### src/design/max_priority_queue_top_defines.svh
// Assertion macros shared by the max priority queue RTL.
`ifndef MAX_PRIORITY_QUEUE_TOP_DEFINES_SVH
`define MAX_PRIORITY_QUEUE_TOP_DEFINES_SVH
`ifndef ASSERT_OFF
`define MPQ_ASSERT(label, clk, rst_n, prop, msg) \
    label: assert property (@(posedge clk) disable iff (!rst_n) (prop)) else $error(msg);
`define MPQ_ASSERT_IMP(label, clk, rst_n, ante, cons, msg) \
    label: assert property (@(posedge clk) disable iff (!rst_n) (ante) |-> (cons)) \
        else $error(msg);
`else
`define MPQ_ASSERT(label, clk, rst_n, prop, msg)
`define MPQ_ASSERT_IMP(label, clk, rst_n, ante, cons, msg)
`endif
`endif

### src/design/mpq_pkg.sv
// Shared constants, codes and types of the max priority queue.
package mpq_pkg;

    localparam int CAPACITY    = 64;
    localparam int IDX_W       = (CAPACITY > 1) ? $clog2(CAPACITY) : 1;
    localparam int CNT_W       = $clog2(CAPACITY + 1);
    localparam int DATA_W      = 32;
    localparam int CNT_FIELD_W = 7;

    localparam logic CMD_INSERT = 1'b0;
    localparam logic CMD_DELETE = 1'b1;

    typedef enum logic [1:0] {
        ERR_OK    = 2'd0,
        ERR_FULL  = 2'd1,
        ERR_EMPTY = 2'd2
    } t_err;

    typedef enum logic [1:0] {
        S_IDLE,
        S_SHIFT,
        S_SCAN,
        S_RESULT
    } t_state;

    typedef struct packed {
        logic accept;
        logic shift_en;
        logic scan_start;
        logic scan_en;
        logic load_out;
    } t_dp_cmd;

    typedef struct packed {
        logic is_empty;
        logic shift_done;
        logic scan_done;
        logic out_free;
    } t_dp_stat;

endpackage

### src/design/mpq_ram.sv
// Generic single-write, single-read RAM with registered read data.
module mpq_ram #(
    parameter int WIDTH = 32,
    parameter int DEPTH = 64
) (
    input  logic                                       i_clk,
    input  logic                                       i_we,
    input  logic [((DEPTH > 1) ? $clog2(DEPTH) : 1)-1:0] i_waddr,
    input  logic [WIDTH-1:0]                           i_wdata,
    input  logic                                       i_re,
    input  logic [((DEPTH > 1) ? $clog2(DEPTH) : 1)-1:0] i_raddr,
    output logic [WIDTH-1:0]                           o_rdata
);

    logic [WIDTH-1:0] r_mem [DEPTH];
    logic [WIDTH-1:0] r_rdata;

    always_ff @(posedge i_clk) begin
        if (i_we) begin
            r_mem[i_waddr] <= i_wdata;
        end
        if (i_re) begin
            r_rdata <= r_mem[i_raddr];
        end
    end

    assign o_rdata = r_rdata;

endmodule

### src/design/mpq_dp.sv
// Datapath: entry stores, fill count, head tracking, shift and scan walker, result register.
`include "max_priority_queue_top_defines.svh"
module mpq_dp (
    input  logic                                  i_clk,
    input  logic                                  i_rst_n,
    input  mpq_pkg::t_dp_cmd                      i_cmd,
    output mpq_pkg::t_dp_stat                     o_stat,
    input  logic                                  i_in_cmd,
    input  logic signed [mpq_pkg::DATA_W-1:0]     i_in_name,
    input  logic signed [mpq_pkg::DATA_W-1:0]     i_in_prio,
    input  logic                                  i_out_ready,
    output logic                                  o_out_valid,
    output logic signed [mpq_pkg::DATA_W-1:0]     o_out_head_name,
    output logic                                  o_out_is_empty,
    output logic [mpq_pkg::CNT_FIELD_W-1:0]       o_out_count,
    output mpq_pkg::t_err                         o_out_err
);

    logic [mpq_pkg::CNT_W-1:0]             r_count;
    logic [mpq_pkg::CNT_W-1:0]             r_addr;
    logic                                  r_pend;
    logic [mpq_pkg::IDX_W-1:0]             r_tag;
    logic                                  r_have;
    logic [mpq_pkg::IDX_W-1:0]             r_head_pos;
    logic signed [mpq_pkg::DATA_W-1:0]     r_head_name;
    logic signed [mpq_pkg::DATA_W-1:0]     r_head_prio;
    mpq_pkg::t_err                         r_err;
    logic                                  r_out_valid;
    logic signed [mpq_pkg::DATA_W-1:0]     r_out_name;
    logic                                  r_out_empty;
    logic [mpq_pkg::CNT_FIELD_W-1:0]       r_out_count;
    mpq_pkg::t_err                         r_out_err;

    logic                                  is_empty;
    logic                                  is_full;
    logic                                  do_ins;
    logic                                  do_del;
    logic                                  walk;
    logic                                  issue;
    logic                                  shift_wr;
    logic                                  scan_take;
    logic                                  ram_we;
    logic [mpq_pkg::IDX_W-1:0]             ram_waddr;
    logic [mpq_pkg::DATA_W-1:0]            wr_name;
    logic [mpq_pkg::DATA_W-1:0]            wr_prio;
    logic [mpq_pkg::DATA_W-1:0]            rd_name;
    logic [mpq_pkg::DATA_W-1:0]            rd_prio;

    assign is_empty  = (r_count == '0);
    assign is_full   = (r_count == mpq_pkg::CNT_W'(mpq_pkg::CAPACITY));
    assign do_ins    = i_cmd.accept && (i_in_cmd == mpq_pkg::CMD_INSERT) && !is_full;
    assign do_del    = i_cmd.accept && (i_in_cmd == mpq_pkg::CMD_DELETE) && !is_empty;
    assign walk      = i_cmd.shift_en || i_cmd.scan_en;
    assign issue     = walk && (r_addr < r_count);
    assign shift_wr  = i_cmd.shift_en && r_pend;
    // The first entry seen always wins; later ones only on a strictly larger priority,
    // so the earliest of equal priorities stays the head.
    assign scan_take = i_cmd.scan_en && r_pend &&
                       (!r_have || ($signed(rd_prio) > r_head_prio));

    assign ram_we    = do_ins || shift_wr;
    assign ram_waddr = do_ins ? r_count[mpq_pkg::IDX_W-1:0] : (r_tag - mpq_pkg::IDX_W'(1));
    assign wr_name   = do_ins ? i_in_name : rd_name;
    assign wr_prio   = do_ins ? i_in_prio : rd_prio;

    mpq_ram #(
        .WIDTH (mpq_pkg::DATA_W),
        .DEPTH (mpq_pkg::CAPACITY)
    ) u_name_ram (
        .i_clk   (i_clk),
        .i_we    (ram_we),
        .i_waddr (ram_waddr),
        .i_wdata (wr_name),
        .i_re    (issue),
        .i_raddr (r_addr[mpq_pkg::IDX_W-1:0]),
        .o_rdata (rd_name)
    );

    mpq_ram #(
        .WIDTH (mpq_pkg::DATA_W),
        .DEPTH (mpq_pkg::CAPACITY)
    ) u_prio_ram (
        .i_clk   (i_clk),
        .i_we    (ram_we),
        .i_waddr (ram_waddr),
        .i_wdata (wr_prio),
        .i_re    (issue),
        .i_raddr (r_addr[mpq_pkg::IDX_W-1:0]),
        .o_rdata (rd_prio)
    );

    always_ff @(posedge i_clk) begin
        if (!i_rst_n) begin
            r_count     <= '0;
            r_pend      <= 1'b0;
            r_have      <= 1'b0;
            r_err       <= mpq_pkg::ERR_OK;
            r_out_valid <= 1'b0;
        end else begin
            if (i_cmd.accept) begin
                if (i_in_cmd == mpq_pkg::CMD_INSERT) begin
                    r_err <= is_full ? mpq_pkg::ERR_FULL : mpq_pkg::ERR_OK;
                end else begin
                    r_err <= is_empty ? mpq_pkg::ERR_EMPTY : mpq_pkg::ERR_OK;
                end
            end
            if (do_ins) begin
                r_count <= r_count + mpq_pkg::CNT_W'(1);
                if (is_empty || (i_in_prio > r_head_prio)) begin
                    r_head_pos  <= r_count[mpq_pkg::IDX_W-1:0];
                    r_head_name <= i_in_name;
                    r_head_prio <= i_in_prio;
                end
            end
            // The walk starts behind the removed head and moves every later entry down.
            if (do_del) begin
                r_addr <= mpq_pkg::CNT_W'(r_head_pos) + mpq_pkg::CNT_W'(1);
                r_pend <= 1'b0;
            end
            if (walk) begin
                r_pend <= issue;
                r_tag  <= r_addr[mpq_pkg::IDX_W-1:0];
                if (issue) begin
                    r_addr <= r_addr + mpq_pkg::CNT_W'(1);
                end
            end
            if (scan_take) begin
                r_head_pos  <= r_tag;
                r_head_name <= $signed(rd_name);
                r_head_prio <= $signed(rd_prio);
                r_have      <= 1'b1;
            end
            if (i_cmd.scan_start) begin
                r_count <= r_count - mpq_pkg::CNT_W'(1);
                r_addr  <= '0;
                r_pend  <= 1'b0;
                r_have  <= 1'b0;
            end
            if (i_cmd.load_out) begin
                r_out_valid <= 1'b1;
            end else if (i_out_ready) begin
                r_out_valid <= 1'b0;
            end
        end
    end

    always_ff @(posedge i_clk) begin
        if (i_cmd.load_out) begin
            r_out_name  <= is_empty ? '0 : r_head_name;
            r_out_empty <= is_empty;
            r_out_count <= mpq_pkg::CNT_FIELD_W'(r_count);
            r_out_err   <= r_err;
        end
    end

    assign o_stat.is_empty   = is_empty;
    assign o_stat.shift_done = !issue && !r_pend;
    assign o_stat.scan_done  = !issue && !r_pend;
    assign o_stat.out_free   = !r_out_valid || i_out_ready;

    assign o_out_valid     = r_out_valid;
    assign o_out_head_name = r_out_name;
    assign o_out_is_empty  = r_out_empty;
    assign o_out_count     = r_out_count;
    assign o_out_err       = r_out_err;

    `MPQ_ASSERT(a_count_bound, i_clk, i_rst_n, r_count <= mpq_pkg::CNT_W'(mpq_pkg::CAPACITY), "fill count above capacity")
    `MPQ_ASSERT_IMP(a_ins_room, i_clk, i_rst_n, do_ins, !is_full, "insert written into a full store")
    `MPQ_ASSERT_IMP(a_shift_addr, i_clk, i_rst_n, shift_wr, mpq_pkg::CNT_W'(r_tag) < r_count, "shift write beyond the stored entries")
    `MPQ_ASSERT_IMP(a_head_pos, i_clk, i_rst_n, i_cmd.load_out && !is_empty, mpq_pkg::CNT_W'(r_head_pos) < r_count, "head position outside the stored entries")

endmodule

### config.mk
export PLATFORM = sky130hd
export DESIGN_NAME = mpq_dp
export DESIGN_NICKNAME = d
export VERILOG_FILES = /design/src/design/mpq_pkg.sv /design/src/design/mpq_ram.sv /design/src/design/mpq_dp.sv
export VERILOG_INCLUDE_DIRS = /design/src /design/src/design
export SDC_FILE = /design/constraint.sdc
export NUM_CORES = 2
export LEC_CHECK = 0
export BUFFER_PORTS_ARGS = -buffer_cell sky130_fd_sc_hd__buf_2
export CORE_ASPECT_RATIO = 1.1
export CORE_MARGIN = 10
export CORE_UTILIZATION = 45
export CTS_BUF_LIST = sky130_fd_sc_hd__clkbuf_4 sky130_fd_sc_hd__clkbuf_8
export CTS_CLUSTER_DIAMETER = 120
export DETAILED_ROUTE_END_ITERATION = 10
export GPL_TIMING_DRIVEN = 0
export HOLD_SLACK_MARGIN = 0.05
export SLEW_MARGIN = 20
export SYNTH_ARGS = -nofsm -noshare
export SYNTH_HDL_FRONTEND = slang
export SYNTH_SLANG_ARGS = --single-unit
export TNS_END_PERCENT = 20
### constraint.sdc
create_clock -name i_clk -period 7.2 [get_ports i_clk]
set_clock_uncertainty 0.2 [all_clocks]
set_input_delay 0 -clock i_clk [delete_from_list [all_inputs] [get_ports i_clk]]
set_output_delay 0 -clock i_clk [all_outputs]
set_load 0.02 [all_outputs]
==> flow_summary.json <==
{
  "syn_area_per_cell_um2": 25.0,
  "arrival_ps": 6440,
  "syn_nets": 6768,
  "vias": 79450,
  "viasPerCell": 5.98,
  "cp_slowest_cell": "nor2_4",
  "fin_crit_ps": 5750,
  "cp-end-kind": "flip-flop",
  "cts_resized": 0,
  "synth_top_area_share_pct": 77.7,
  "die_width_um": 598,
  "portBuffers": 119,
  "gp_congestion": 0.792,
  "maxCapViolCount": 0,
  "hold_violations": 0,
  "critical_path_class": "flip-flop to flip-flop",
  "cp_top_family": "simple AND/OR/NAND/NOR gates",
  "slew_headroom_pct": 15.4,
  "yosysSeqAreaShare_pct": 77.8,
  "utilization_pct": 53.1,
  "timing.fmax_mhz": 174,
  "cts_tree": "done",
  "syn_area_um2": 166000,
  "cts.sinks": 4297,
  "drcViolationCount": 0,
  "outcome": "complete, no violations",
  "area_delta_synth_final_pct": 17.5,
  "track_usage_pct": 23.3,
  "root_buffer": "clkbuf_8",
  "fin_area_um2": 195000,
  "gr-total-overflow": 0,
  "cp-start-kind": "flip-flop",
  "clock_path_buffers": 4,
  "die_y_um": 656,
  "initial_core_util_pct": 45.2,
  "cp_cell_sequence": "nor4_1, a31oi_1, clkbuf_2, clkbuf_2, buf_16, o31ai_1, nand2_1, nor2_4, buf_16, buf_16, buf_16",
  "required_ps": 7880,
  "drv_slew": 0,
  "crit_top_cell": "buf_16",
  "power.leakage_nw": 61.2,
  "hpwl_um": 323000,
  "critical-path-max-stage-delay_ps": 840,
  "drive_gt1_share_pct": 37.6,
  "grt_pass1_vias": 83016,
  "fin_crit_sh_pct": 79.9,
  "synth_edf_count": 4285,
  "grt_first_pass_wirelength_um": 645000,
  "synth.area.top_cells": "edfxtp_1 78%, mux4_2 18%, mux2_4 0.60%",
  "power.total_mw": 57.8,
  "num_io_pins": 120,
  "wl_um": 464000,
  "core_area_um2": 366000,
  "post_drt_wl_per_cell_um": 34.9,
  "antenna_found_initial": 54,
  "critPathMaxFanout": 14,
  "htreeDepth": 6,
  "yosysTopAreaCell": "edfxtp_1",
  "finalSetupViolCount": 0,
  "dr.pass1.iters": 6,
  "dieArea_um2": 393000,
  "drt_iter0_markers": 9532,
  "crit_buf_inv": 6,
  "core.rowCount": 233,
  "irDropWorstVdd_v": 0.000274,
  "ant_nets": 0,
  "dpl-instance-area_um2": 179000,
  "ys.flop_type": "edfxtp_1",
  "tightestPinTransition_ps": 1270,
  "rsz0062_at_grt": "no",
  "ys_warn_count": 0,
  "cts.clk_slew.worst_paths_ps": 60,
  "ys_ff_latch": 4297,
  "ys_async_sr_fraction_pct": 0,
  "synthCells": 6616,
  "grt_max_degree": 65,
  "yosysUniqueCellTypes": 57,
  "cts_buffers": 661,
  "min_path_type": "input port to flip-flop",
  "p_per_area_nw_per_um2": 297,
  "nets": 8074,
  "clkLatencyLatePin_ps": 1220,
  "setup_tns_ps": 0
}
per-stage QoR:
step	hold slack [ps]	std cells	worst slack [ps]
6_report	56.7	13282	1450
5_1_grt	47.8	13265	1460
4_1_cts	51.0	13219	1670
3_5_place_dp	98.6	11850	1730
3_3_place_gp	101	11552	-5240
2_1_floorplan	-87.5	6616	1800
flip-flops by register name, summed over array words and instances (netlist names):
name,flops
r_head_pos,6
o_out_is_empty,1
r_head_name,32
r_count,7
o_out_valid,1
u_name_ram.r_mem,2048
r_pend,1
r_addr,7
u_prio_ram.r_mem,2048
u_name_ram.o_rdata,32
o_out_count,7
u_prio_ram.o_rdata,32
r_have,1
r_head_prio,32
o_out_head_name,32
r_tag,6
r_err,2
o_out_err,2
kinds of logic (layout without fill, tap and decap cells):
| kind of cell | count (synthesis) | in the layout | share of synthesized area, % |
|---|---|---|---|
| AO/OA/AOI/OAI | 98 | 98 | 0.352 |
| XOR/XNOR | 11 | 11 | 0.0582 |
| other | 0 | 36 | 0 |
| buffers and inverters | 385 | 2198 | 0.993 |
| flip-flops | 4297 | 4297 | 77.8 |
| adder cells (fa/ha/maj) | 79 | 79 | 0.601 |
| AND/OR/NAND/NOR | 260 | 260 | 0.769 |
| multiplexers | 1486 | 1486 | 19.4 |
final timing paths:
kind	to	slack (ps)	from	depth (start not counted)
worst max-delay path	u_prio_ram.r_mem[44][3]	1450	r_count[2]	11
worst min-delay path	u_name_ram.r_mem[26][29]	60	i_in_name[29]	3
worst max register to register	u_prio_ram.r_mem[44][3]	1450	r_count[2]	11
worst min register to register	o_out_err[1]	250	r_err[1]	0
worst reg2reg max path: cells and delay by family, from the launching register on:
kind | cells | cell delay, ps
AOI/OAI and AO/OA | 2 | 900
and+or+nand+nor | 3 | 1990
buffers and inverters | 6 | 1890
DFF | 1 | 440
routing by layer:
metal  up-vias  wire length (um)  GRT usage (%)
met3       891             35700           4.44
met5         -               106              0
met2      3701            237000           39.8
met4        16             19200           8.45
met1     43246            171000           29.8
li1      31596                 -              -
timing repair:
action,in CTS,in global routing
buffers inserted,0,0
hold endpoints to repair,4602,1132
hold buffers,199,26
synth_stat cells, drive strengths merged (2+ instances only):
master,count
dfxtp,12
xor2,4
buf,145
or2,3
and3,4
o31ai,2
nor3b,2
nand2b,6
and2,8
clkbuf,188
a31oi,6
o21ai,20
a21o,5
nor4,6
nor2b,38
a211oi,5
o41ai,2
mux4,1344
or3,5
a21oi,42
nand3,23
o21a,2
o211ai,4
nor2,95
edfxtp,4285
nand2,43
mux2i,10
a21boi,2
ha,78
mux2,132
nor3,4
nand4,18
inv,52
xnor2,7
cell type report:
type                       instances  area [um2]
multi-input combinational       1934       35800
inverter                          52         195
clock buffer                     894       10900
fill                           27401      172000
antenna                           36        90.1
tap                             4817        6030
timing repair buffer             643        9430
clock inverter                   276        1690
buffer                           333        1560
sequential                      4297      129000
power by group:
part / leakage, nW / internal, mW / switching, mW / total [mW]
Combinational: 15.7 / 2.87 / 5.24 / 8.11
Clock: 6.71 / 10.2 / 9.52 / 19.7
Sequential: 38.7 / 29.8 / 0.193 / 30.0
Total: 61.2 / 42.9 / 15.0 / 57.8
cells in the final DEF, fill, tap and decap left out, types with 122 or more instances in the layout:
master,synthesis,final
dlygate4sd3_1,0,224
buf_2,100,224
clkbuf_8,0,673
clkbuf_1,188,134
clkinv_1,0,154
mux4_2,1344,1344
clkbuf_4,0,224
buf_12,0,198
edfxtp_1,4285,4285
mux2_4,66,122
(Power assumes the default switching activity.)
