File: src/design/max_priority_queue_top_defines.svh
// Assertion macros shared by the max priority queue RTL.
`ifndef MAX_PRIORITY_QUEUE_TOP_DEFINES_SVH
`define MAX_PRIORITY_QUEUE_TOP_DEFINES_SVH
`ifndef ASSERT_OFF
`define MPQ_ASSERT(label, clk, rst_n, prop, msg) \
    label: assert property (@(posedge clk) disable iff (!rst_n) (prop)) else $error(msg);
`define MPQ_ASSERT_IMP(label, clk, rst_n, ante, cons, msg) \
    label: assert property (@(posedge clk) disable iff (!rst_n) (ante) |-> (cons)) \
        else $error(msg);
`else
`define MPQ_ASSERT(label, clk, rst_n, prop, msg)
`define MPQ_ASSERT_IMP(label, clk, rst_n, ante, cons, msg)
`endif
`endif

File: src/design/mpq_pkg.sv
// Shared constants, codes and types of the max priority queue.
package mpq_pkg;

    localparam int CAPACITY    = 64;
    localparam int IDX_W       = (CAPACITY > 1) ? $clog2(CAPACITY) : 1;
    localparam int CNT_W       = $clog2(CAPACITY + 1);
    localparam int DATA_W      = 32;
    localparam int CNT_FIELD_W = 7;

    localparam logic CMD_INSERT = 1'b0;
    localparam logic CMD_DELETE = 1'b1;

    typedef enum logic [1:0] {
        ERR_OK    = 2'd0,
        ERR_FULL  = 2'd1,
        ERR_EMPTY = 2'd2
    } t_err;

    typedef enum logic [1:0] {
        S_IDLE,
        S_SHIFT,
        S_SCAN,
        S_RESULT
    } t_state;

    typedef struct packed {
        logic accept;
        logic shift_en;
        logic scan_start;
        logic scan_en;
        logic load_out;
    } t_dp_cmd;

    typedef struct packed {
        logic is_empty;
        logic shift_done;
        logic scan_done;
        logic out_free;
    } t_dp_stat;

endpackage

File: src/design/mpq_ctrl.sv
// Controller state machine: sequences insert, delete shift and rescan, and result hand-off.
module mpq_ctrl (
    input  logic              i_clk,
    input  logic              i_rst_n,
    input  logic              i_in_valid,
    input  logic              i_in_cmd,
    output logic              o_in_ready,
    input  mpq_pkg::t_dp_stat i_stat,
    output mpq_pkg::t_dp_cmd  o_cmd
);

    mpq_pkg::t_state r_state;
    mpq_pkg::t_state n_state;

    always_ff @(posedge i_clk) begin
        if (!i_rst_n) begin
            r_state <= mpq_pkg::S_IDLE;
        end else begin
            r_state <= n_state;
        end
    end

    always_comb begin
        n_state    = r_state;
        o_in_ready = 1'b0;
        o_cmd      = '0;
        case (r_state)
            mpq_pkg::S_IDLE: begin
                o_in_ready = 1'b1;
                if (i_in_valid) begin
                    o_cmd.accept = 1'b1;
                    if (i_in_cmd == mpq_pkg::CMD_DELETE && !i_stat.is_empty) begin
                        n_state = mpq_pkg::S_SHIFT;
                    end else begin
                        n_state = mpq_pkg::S_RESULT;
                    end
                end
            end
            mpq_pkg::S_SHIFT: begin
                o_cmd.shift_en = 1'b1;
                if (i_stat.shift_done) begin
                    o_cmd.scan_start = 1'b1;
                    n_state          = mpq_pkg::S_SCAN;
                end
            end
            mpq_pkg::S_SCAN: begin
                o_cmd.scan_en = 1'b1;
                if (i_stat.scan_done) begin
                    n_state = mpq_pkg::S_RESULT;
                end
            end
            mpq_pkg::S_RESULT: begin
                if (i_stat.out_free) begin
                    o_cmd.load_out = 1'b1;
                    n_state        = mpq_pkg::S_IDLE;
                end
            end
            default: begin
                n_state = mpq_pkg::S_IDLE;
            end
        endcase
    end

endmodule

File: config.mk
export PLATFORM = sky130hd
export DESIGN_NAME = mpq_ctrl
export DESIGN_NICKNAME = d
export VERILOG_FILES = /design/src/design/max_priority_queue_top_defines.svh /design/src/design/mpq_pkg.sv /design/src/design/mpq_ctrl.sv
export SDC_FILE = /design/constraint.sdc
export NUM_CORES = 1
export LEC_CHECK = 0
export ABC_AREA = 1
export BUFFER_PORTS_ARGS = -buffer_cell sky130_fd_sc_hd__buf_2
export CAP_MARGIN = 0
export CELL_PAD_IN_SITES_DETAIL_PLACEMENT = 0
export CELL_PAD_IN_SITES_GLOBAL_PLACEMENT = 1
export CORE_AREA = 2 2 39 41
export CTS_BUF_LIST = sky130_fd_sc_hd__clkbuf_8
export CTS_CLUSTER_DIAMETER = 40
export DETAILED_ROUTE_END_ITERATION = 10
export DIE_AREA = 0 0 41 43
export PLACE_DENSITY = 0.68
export REMOVE_ABC_BUFFERS = 1
export SLEW_MARGIN = 10
export SYNTH_ARGS = -nofsm -noshare
export SYNTH_HDL_FRONTEND = slang
export SYNTH_SLANG_ARGS = --single-unit
File: constraint.sdc
create_clock -name i_clk -period 1.9 [get_ports i_clk]
set_input_delay 0 -clock i_clk [delete_from_list [all_inputs] [get_ports i_clk]]
set_output_delay 0 -clock i_clk [all_outputs]
set_load 0.02 [all_outputs]
==> results of run 1 <==
==> area by class of cell <==
class                      count  area, µm²
fill                         163       1000
multi-input combinational     27        176
timing repair buffer          13       65.1
clock buffer                   3       41.3
inverter                      11       41.3
sequential                     2       40.0
tap                           16       20.0
==> through the flow <==
step           area [µm²]  hold slack [ps]  utilization  instances
6_report              384             36.4        0.278         72
5_1_grt               384             52.2        0.278         72
4_1_cts               384             39.2        0.278         72
3_5_place_dp          343              252        0.248         69
3_3_place_gp          343              248        0.248         69
2_1_floorplan         258              122            -         40
==> worst min-delay path: cells and delay by family <==
| kind | cells | cell delay [ps] |
|---|---|---|
| buffers and inverters | 1 | 90 |
| AND/OR/NAND/NOR | 2 | 120 |
==> placed cells by master (no fill, tap or decap), types with 2 or more instances in the layout <==
master and instances:
nor2_2 2, nand2_2 4, clkbuf_8 3, inv_1 10, ha_1 5, buf_2 13, nand2_1 9, nor2_1 4
dfxtp_1 2
==> final timing paths <==
check | slack, ps | cells past startpoint | start | end
worst max-delay path | 610 | 8 | r_state[0] | r_state[0]
worst min-delay path | 40 | 3 | i_rst_n | r_state[0]
worst max register to register | 610 | 8 | r_state[0] | r_state[0]
worst min register to register | 550 | 2 | r_state[1] | r_state[1]
==> power by group <==
group | switching (W) | internal, W | total, W
registers | 0.0000235 | 0.0000640 | 0.0000876
clock network | 0.0000295 | 0.000134 | 0.000163
logic | 0.000241 | 0.000145 | 0.000386
==> cells by family after synthesis <==
| kind of cell | count (synthesis) |
|---|---|
| adder cells (fa/ha/maj) | 5 |
| buffers and inverters | 11 |
| flip-flops | 2 |
| AND/OR/NAND/NOR | 21 |
| AO/OA/AOI/OAI | 1 |
==> metal layers <==
| layer | track usage | wire, µm |
|---|---|---|
| met1 | 0.0669 | 190 |
| met5 | 0 | 0 |
| met2 | 0.100 | 230 |
| met4 | 0.0600 | 0 |
| met3 | 0.0314 | 28 |
==> impl_metrics.py, run 1 <==
metrics = {
    "run_status": {
        "status": "complete, no violations",
    },
    "power_and_ir_drop": {
        "vdd_drop_max_uv": 544,
        "power.density_mw_per_mm2": 1660,
        "p_total_w": 0.000637,
        "p_leak_nw": 0.256,
    },
    "setup_path": {
        "cp-start-kind": "flip-flop",
        "critPathSlowestCell": "dfxtp_1",
        "crit_buf_inv": 1,
        "end_kind": "flip-flop",
        "cp_common_cell": "nand2_1",
        "path_delay_family": "simple AND/OR/NAND/NOR gates",
        "cp_cell_sequence": "inv_1, ha_1, nand2_1, nand2_2, nor2_4, nand2_1, nand2_1, nor2_2",
        "crit_fanout": 6,
        "crit_path_max_incr_delay_ps": 390,
        "crit_arrival_ps": 1380,
        "cp.required_ps": 2000,
        "critical_path_class": "reg -> reg",
    },
    "synth": {
        "avgSynthCellArea_um2": 6.44,
        "synth_flop_cell": "dfxtp_1",
        "yosysTopAreaCellShare": 0.243,
        "synth_top_area_cell": "ha_1",
        "async_reset_ff_frac": 0,
        "yosysUniqueCellTypes": 11,
        "synth_compound_area_frac": 0.0194,
        "muxShareOfSynthArea": 0,
        "synth_edf_count": 0,
        "synth_area_leaders": "ha_1, dfxtp_1, inv_1",
        "ys_ff_latch": 2,
        "synth_xor_area_frac": 0,
        "synth_commonest_cells": "inv_1, nand2_1, ha_1, nand2_2, nor2_1",
        "syn_area_um2": 258,
        "yosysSeqAreaShare": 0.155,
        "synth_top_family_by_area": "simple AND/OR/NAND/NOR gates",
        "synth.most_common_cell": "inv_1",
        "synth_cells": 40,
        "synth-simple-area-share": 0.422,
        "synthAdderAreaFrac": 0.243,
        "yosys_warnings": 0,
    },
    "timing": {
        "fmax_ghz": 0.778,
        "timing.final.crit_share": 0.677,
        "relSlewSlack": 0.874,
        "fin_skew_ps": 2.43,
        "setup_tns_ps": 0,
        "period_minus_slack_ps": 1290,
        "slew_violations": 0,
        "rsz0062_at_grt": "no",
        "hold_viol": 0,
        "worst_pin_slew_ps": 190,
        "setup_viol": 0,
        "setup_ws_ps": 614,
    },
    "placed_design": {
        "finalWeightedCongestion": 0.690,
        "preCtsSetupSlack_ps": 587,
        "io_buffers": 13,
        "hpwl_um": 376,
    },
    "global_routing": {
        "first_global_vias": 228,
        "grt_max_degree": 7,
        "gr-usage-all-layers": 0.0681,
        "grt_overflow_total": 0,
        "grt_pass1_wl_um": 786,
        "grt_antenna_before_repair": 0,
    },
    "finish": {
        "area_growth_pct": 49.0,
        "layout-drive-gt1-share": 0.446,
        "fin_nets": 71,
        "n_antenna_cell": 0,
        "largest_reg_flops": 2,
        "reg_top3": "r_state x2",
        "regMostFlops": "r_state",
    },
    "clock_tree": {
        "cts_tree": "yes",
        "postCtsSetupBuffers": 0,
        "htree_levels": 1,
        "cts_root_buf": "clkbuf_8",
        "cts_buffer_depth": 2,
        "postCtsHoldBufs": 0,
        "cts_sinks": 2,
        "cts_buffers": 3,
        "clk_latency_ps": 210,
        "ctsResizeCount": 0,
        "path_clk_slew_ps": 30,
    },
    "routing": {
        "drt_pass1_iterations": 2,
        "viasPerCell": 3.44,
        "wl_um": 450,
        "ant_nets": 0,
        "num_vias": 248,
        "drt_first_iter_violations": 3,
        "post-route-drc-count": 0,
        "wire_per_inst_um": 6.25,
    },
    "floorplan": {
        "design.die.area_mm2": 0.00176,
        "core_mm2": 0.00138,
        "ios": 14,
        "rows": 14,
        "start_util": 0.186,
        "die_w_um": 41,
        "die_h_um": 43,
    },
    "worst_hold_path": {
        "hold_class": "in -> reg",
    },
    "job": {
        "drv_cap": 0,
    },
}
Power figures use the tool's default switching activity.
==> run 2: changes to the inputs <==
- PLACE_DENSITY: 0.68 -> 0.7
- clock period: 1.9 -> 1.1 ns (I/O delays scaled with it)
==> run 2 against run 1 <==
Compared with the run above:
- the flow now finishes with violations (negative setup slack)
- count of clock-buffer cells in the layout did not move
- clock skew is 1.2 ps lower
- fmax rose by 12%
- utilization is 9.8 points higher
==> impl_metrics.py, run 2 (same netlist as run 1, synthesis figures left out) <==
metrics = {
    "setup_path": {
        "crit_arrival_ps": 1240,
        "crit_path_max_incr_delay_ps": 340,
        "cp-start-kind": "flip-flop",
        "cp.required_ps": 1190,
        "cp-startpoint": "r_state[0]",
        "critical_path_class": "reg -> reg",
        "rr_startpoint": "r_state[0]",
        "critPathSlowestCell": "dfxtp_4",
        "crit_fanout": 4,
        "crit_buf_inv": 1,
        "end_kind": "flip-flop",
        "cp_cell_sequence": "buf_6, ha_4, nand2_2, nand2_2, nor2_4, nand2_1, nand2_1, nor2_2",
        "path_delay_family": "simple AND/OR/NAND/NOR gates",
    },
    "clock_tree": {
        "cts_root_buf": "clkbuf_8",
        "postCtsHoldBufs": 0,
        "cts_buffer_depth": 2,
        "cts_buffers": 3,
        "clk_latency_ps": 200,
        "htree_levels": 1,
        "path_clk_slew_ps": 30,
        "cts_tree": "yes",
        "cts_sinks": 2,
    },
    "power_and_ir_drop": {
        "p_switching_w": 0.000641,
        "p_leak_nw": 0.296,
        "p_total_w": 0.00153,
        "p_seq_frac": 0.107,
        "power.internal_w": 0.000890,
        "power.density_mw_per_mm2": 2950,
        "power.share.switching": 0.419,
        "clkPwrFrac": 0.181,
        "power_frac_comb": 0.712,
        "vdd_drop_max_uv": 1130,
    },
    "timing": {
        "hold_viol": 0,
        "timing.final.crit_share": 1.04,
        "rsz0062_at_grt": "yes",
        "period_minus_slack_ps": 1150,
        "holdWs_ps": 37.7,
        "worst_pin_slew_ps": 126,
        "relSlewSlack": 0.916,
        "setup_viol": 3,
        "setup_ws_ps": -48.8,
        "slew_violations": 0,
        "fmax_ghz": 0.870,
        "fin_skew_ps": 1.26,
    },
    "global_routing": {
        "grt_pass1_wl_um": 972,
        "grt_overflow_total": 0,
        "grt_max_degree": 7,
        "first_global_vias": 280,
        "grt_antenna_before_repair": 0,
        "gr-usage-all-layers": 0.0832,
    },
    "placed_design": {
        "hpwl_um": 413,
        "finalWeightedCongestion": 0.658,
        "placed_cell_area_um2": 395,
        "io_buffers": 13,
        "placed_cells": 76,
    },
    "floorplan": {
        "design.die.area_mm2": 0.00176,
        "core_mm2": 0.00138,
        "die_w_um": 41,
        "die_h_um": 43,
        "rows": 14,
        "start_util": 0.186,
        "ios": 14,
    },
    "routing": {
        "drt_pass1_iterations": 1,
        "post-route-drc-count": 0,
        "wire_per_inst_um": 6.85,
        "drt_first_iter_violations": 0,
        "ant_nets": 0,
        "wl_um": 541,
        "viasPerCell": 3.59,
        "num_vias": 284,
    },
    "finish": {
        "layout-drive-gt1-share": 0.651,
        "regMostFlops": "r_state",
        "fin_area_um2": 519,
        "final-seq-area_um2": 45.0,
        "largest_reg_flops": 2,
        "n_antenna_cell": 0,
        "multi_input_area_um2": 234,
        "reg_top3": "r_state x2",
        "fillers": 149,
        "final_common_cell": "buf_2",
        "utilization": 0.375,
        "area_growth_pct": 101,
        "fin_cells": 79,
        "fin_nets": 78,
        "final_cell_mix": "buf_2, nand2_1, inv_1",
    },
    "run_status": {
        "status": "complete, but fails checks",
        "violations": "negative setup slack",
    },
    "worst_hold_path": {
        "hold_class": "in -> reg",
        "hp-start": "i_rst_n",
    },
    "job": {
        "drv_cap": 0,
    },
}
[run 2: cell types whose count changed in the layout (fill, tap and decap cells not counted)]
cell,delta
inv_2,+2
ha_4,+4
inv_1,-2
buf_4,+5
dfxtp_4,+1
ha_1,-4
nand2_4,+1
dfxtp_2,+1
nand2_1,-1
dfxtp_1,-2
buf_6,+4
buf_2,-2
[run 2: power groups by stage]
stage / sequential [W] / combinational [W] / clock (W)
after CTS: 0.000165 / 0.00106 / 0.000286
after floorplan: 0.000145 / 0.000543 / 0
final: 0.000164 / 0.00109 / 0.000277
after global routing: 0.000173 / 0.00122 / 0.000298
after global placement: 0.000135 / 0.000885 / 0
after detailed placement: 0.000135 / 0.000888 / 0
[run 2: routing by layer]
metal | up-vias | track usage | part of all wire
li1 | 160 | - | -
met1 | 118 | 0.0927 | 0.47
met2 | 6 | 0.122 | 0.48
met3 | 0 | 0.0314 | 0.054
met4 | 0 | 0.0600 | 0
met5 | - | 0 | 0
[run 2: final cells by class]
class                           count  share of cell area
Multi-Input combinational cell     27               0.451
Timing Repair Buffer               20               0.265
Sequential cell                     2              0.0867
Clock buffer                        3              0.0795
Inverter                           11              0.0795
Tap cell                           16              0.0386
[run 2: path summary, 6_finish.rpt]
path	endpoint	slack, ps	cells past startpoint
max	r_state[0]	-50	8
min	r_state[0]	40	3
max reg2reg	r_state[0]	-50	8
min reg2reg	r_state[0]	530	2
[run 2: per-stage QoR]
| step | setup WS, ps | setup TNS (ps) |
|---|---|---|
| final | -48.8 | -135 |
| after global placement | -149 | -289 |
| after floorplan | -182 | -364 |
| after global routing | -129 | -401 |
| after CTS | -47.1 | -122 |
| after detailed placement | -151 | -299 |
[run 2: worst reg2reg max path, stage by stage (launching register included)]
cell     delay, ps
dfxtp_4        340
buf_6          120
ha_4           150
nand2_2         50
nand2_2         60
nor2_4         140
nand2_1         70
nand2_1         80
nor2_2          30
[run 2: what timing repair did]
item / in CTS / in global routing
endpoints found under the setup margin: 7 / 6
cloned: 0 / 0
pin swaps: 9 / 6
resized for setup: 17 / 4
setup buffers: 0 / 0
==> run 3: changes to the inputs <==
- PLACE_DENSITY: 0.7 -> 0.65
==> run 3 against run 2 <==
Compared with the run above:
- count of clock-buffer cells in the layout did not move
- via count rose by 8.8%
- clock skew fell by 0.68 ps
- the flow still finishes with violations (negative setup slack)
- non-clock buffer count rose by 3
- register-to-register slack barely moved
- clock power barely moved
==> impl_metrics.py, run 3 (same netlist as run 1, synthesis figures left out) <==
metrics = {
    "power_and_ir_drop": {
        "vdd_drop_max_uv": 1270,
        "p_total_w": 0.00177,
        "power.density_mw_per_mm2": 2950,
        "p_leak_nw": 0.321,
        "power.internal_w": 0.00105,
        "p_switching_w": 0.000724,
        "power.share.switching": 0.408,
        "clkPwrFrac": 0.157,
        "p_seq_frac": 0.101,
        "power_frac_comb": 0.742,
    },
    "finish": {
        "regMostFlops": "r_state",
        "layout-drive-gt1-share": 0.758,
        "reg_top3": "r_state x2",
        "final_common_cell": "buf_6",
        "final_cell_mix": "buf_6, buf_2, nand2_2, inv_1",
        "fin_nets": 81,
        "area_growth_pct": 133,
        "largest_reg_flops": 2,
        "n_antenna_cell": 0,
    },
    "global_routing": {
        "grt_overflow_total": 0,
        "gr-usage-all-layers": 0.0791,
        "first_global_vias": 272,
        "grt_antenna_before_repair": 0,
        "grt_pass1_wl_um": 959,
        "grt_max_degree": 7,
    },
    "clock_tree": {
        "path_clk_slew_ps": 30,
        "cts_root_buf": "clkbuf_8",
        "postCtsHoldBufs": 0,
        "cts_tree": "yes",
        "htree_levels": 1,
        "cts_sinks": 2,
        "cts_buffer_depth": 2,
        "clk_latency_ps": 200,
        "cts_buffers": 3,
    },
    "routing": {
        "drt_pass1_iterations": 4,
        "ant_nets": 0,
        "post-route-drc-count": 0,
        "wire_per_inst_um": 7.10,
        "wl_um": 582,
        "viasPerCell": 3.77,
        "drt_first_iter_violations": 1,
        "num_vias": 309,
    },
    "timing": {
        "hold_viol": 0,
        "rsz0062_at_grt": "yes",
        "setup_ws_ps": -40.5,
        "setup_viol": 5,
        "slew_violations": 0,
        "period_minus_slack_ps": 1140,
        "holdWs_ps": 30.6,
        "worst_pin_slew_ps": 121,
        "fin_skew_ps": 0.582,
        "relSlewSlack": 0.919,
        "timing.final.crit_share": 1.04,
        "fmax_ghz": 0.877,
    },
    "setup_path": {
        "cp_cell_sequence": "buf_6, ha_4, nand2_2, nand2_2, nor2_4, nand2_1, nand2_1, nor2_2",
        "cp.required_ps": 1190,
        "cp-start-kind": "flip-flop",
        "r2r_slack_ps": -40,
        "end_kind": "flip-flop",
        "crit_arrival_ps": 1230,
        "cp-startpoint": "r_state[0]",
        "critPathSlowestCell": "dfxtp_4",
        "crit_path_max_incr_delay_ps": 350,
        "rr_startpoint": "r_state[0]",
        "critical_path_class": "reg -> reg",
        "r2r_cells": 8,
        "crit_fanout": 4,
    },
    "placed_design": {
        "io_buffers": 13,
        "hpwl_um": 407,
        "finalWeightedCongestion": 0.743,
    },
    "worst_hold_path": {
        "holdPathStages": 3,
        "hold_class": "in -> reg",
        "hp-start": "i_rst_n",
    },
    "floorplan": {
        "design.die.area_mm2": 0.00176,
        "start_util": 0.186,
        "die_h_um": 43,
        "rows": 14,
        "ios": 14,
        "die_w_um": 41,
        "core_mm2": 0.00138,
    },
    "job": {
        "drv_cap": 0,
    },
    "run_status": {
        "status": "complete, but fails checks",
        "violations": "negative setup slack",
    },
}
-- run 3: cell count changes in the layout (fill, tap and decap cells not counted) --
cell     before  now
ha_1          1    0
nand2_4       2    3
ha_4          4    5
nand2_2       4    6
nand2_1       8    5
inv_4         0    2
inv_1         8    6
buf_2        11    8
buf_6         4   10
-- run 3: stage by stage --
step	util	cells	setup WS [ps]	setup TNS (ps)	cell area, µm²
after floorplan	-	40	-182	-364	258
after detailed placement	0.297	78	-145	-290	410
after global routing	0.435	82	-102	-401	602
final	0.435	82	-40.5	-157	602
after CTS	0.396	82	-35.6	-169	548
after global placement	0.297	78	-99.9	-199	410
-- run 3: power groups by stage --
| stage | clock [W] | combinational, W | sequential [W] |
|---|---|---|---|
| 3_5_place_dp | 0 | 0.000904 | 0.000141 |
| 5_1_grt | 0.000295 | 0.00144 | 0.000187 |
| 4_1_cts | 0.000287 | 0.00117 | 0.000168 |
| 3_3_place_gp | 0 | 0.000911 | 0.000139 |
| 6_report | 0.000279 | 0.00132 | 0.000180 |
| 2_1_floorplan | 0 | 0.000543 | 0.000145 |
-- run 3: path summary, 6_finish.rpt --
kind / end
worst min register to register: r_state[0]
worst max register to register: r_state[1]
worst min-delay path: r_state[1]
worst max-delay path: r_state[1]
-- run 3: per-layer routing --
layer	part of all wire	GRT usage
met1	0.40	0.0828
met2	0.56	0.128
met3	0.045	0.0314
met4	0	0.0400
met5	0	0
-- run 3: area by class of cell --
class | instances | area (µm²)
fillers | 134 | 782
flip-flops and latches | 2 | 45.0
well taps | 16 | 20.0
repair buffers | 23 | 190
inverters | 11 | 46.3
clock buffers | 3 | 41.3
multi-input cells | 27 | 259
-- run 3: worst max-delay path, delay by kind of cell (launching register included) --
kind | cells | cell delay, ps
flip-flops | 1 | 350
buffers and inverters | 1 | 120
adder cells (fa/ha/maj) | 1 | 150
AND/OR/NAND/NOR | 6 | 390
-- run 3: timing repair --
| action | in CTS | in global routing |
|---|---|---|
| gates cloned | 0 | 0 |
| setup endpoints to repair | 6 | 7 |
| pin swaps | 7 | 2 |
| setup buffers | 1 | 0 |
| gates resized for setup | 26 | 14 |
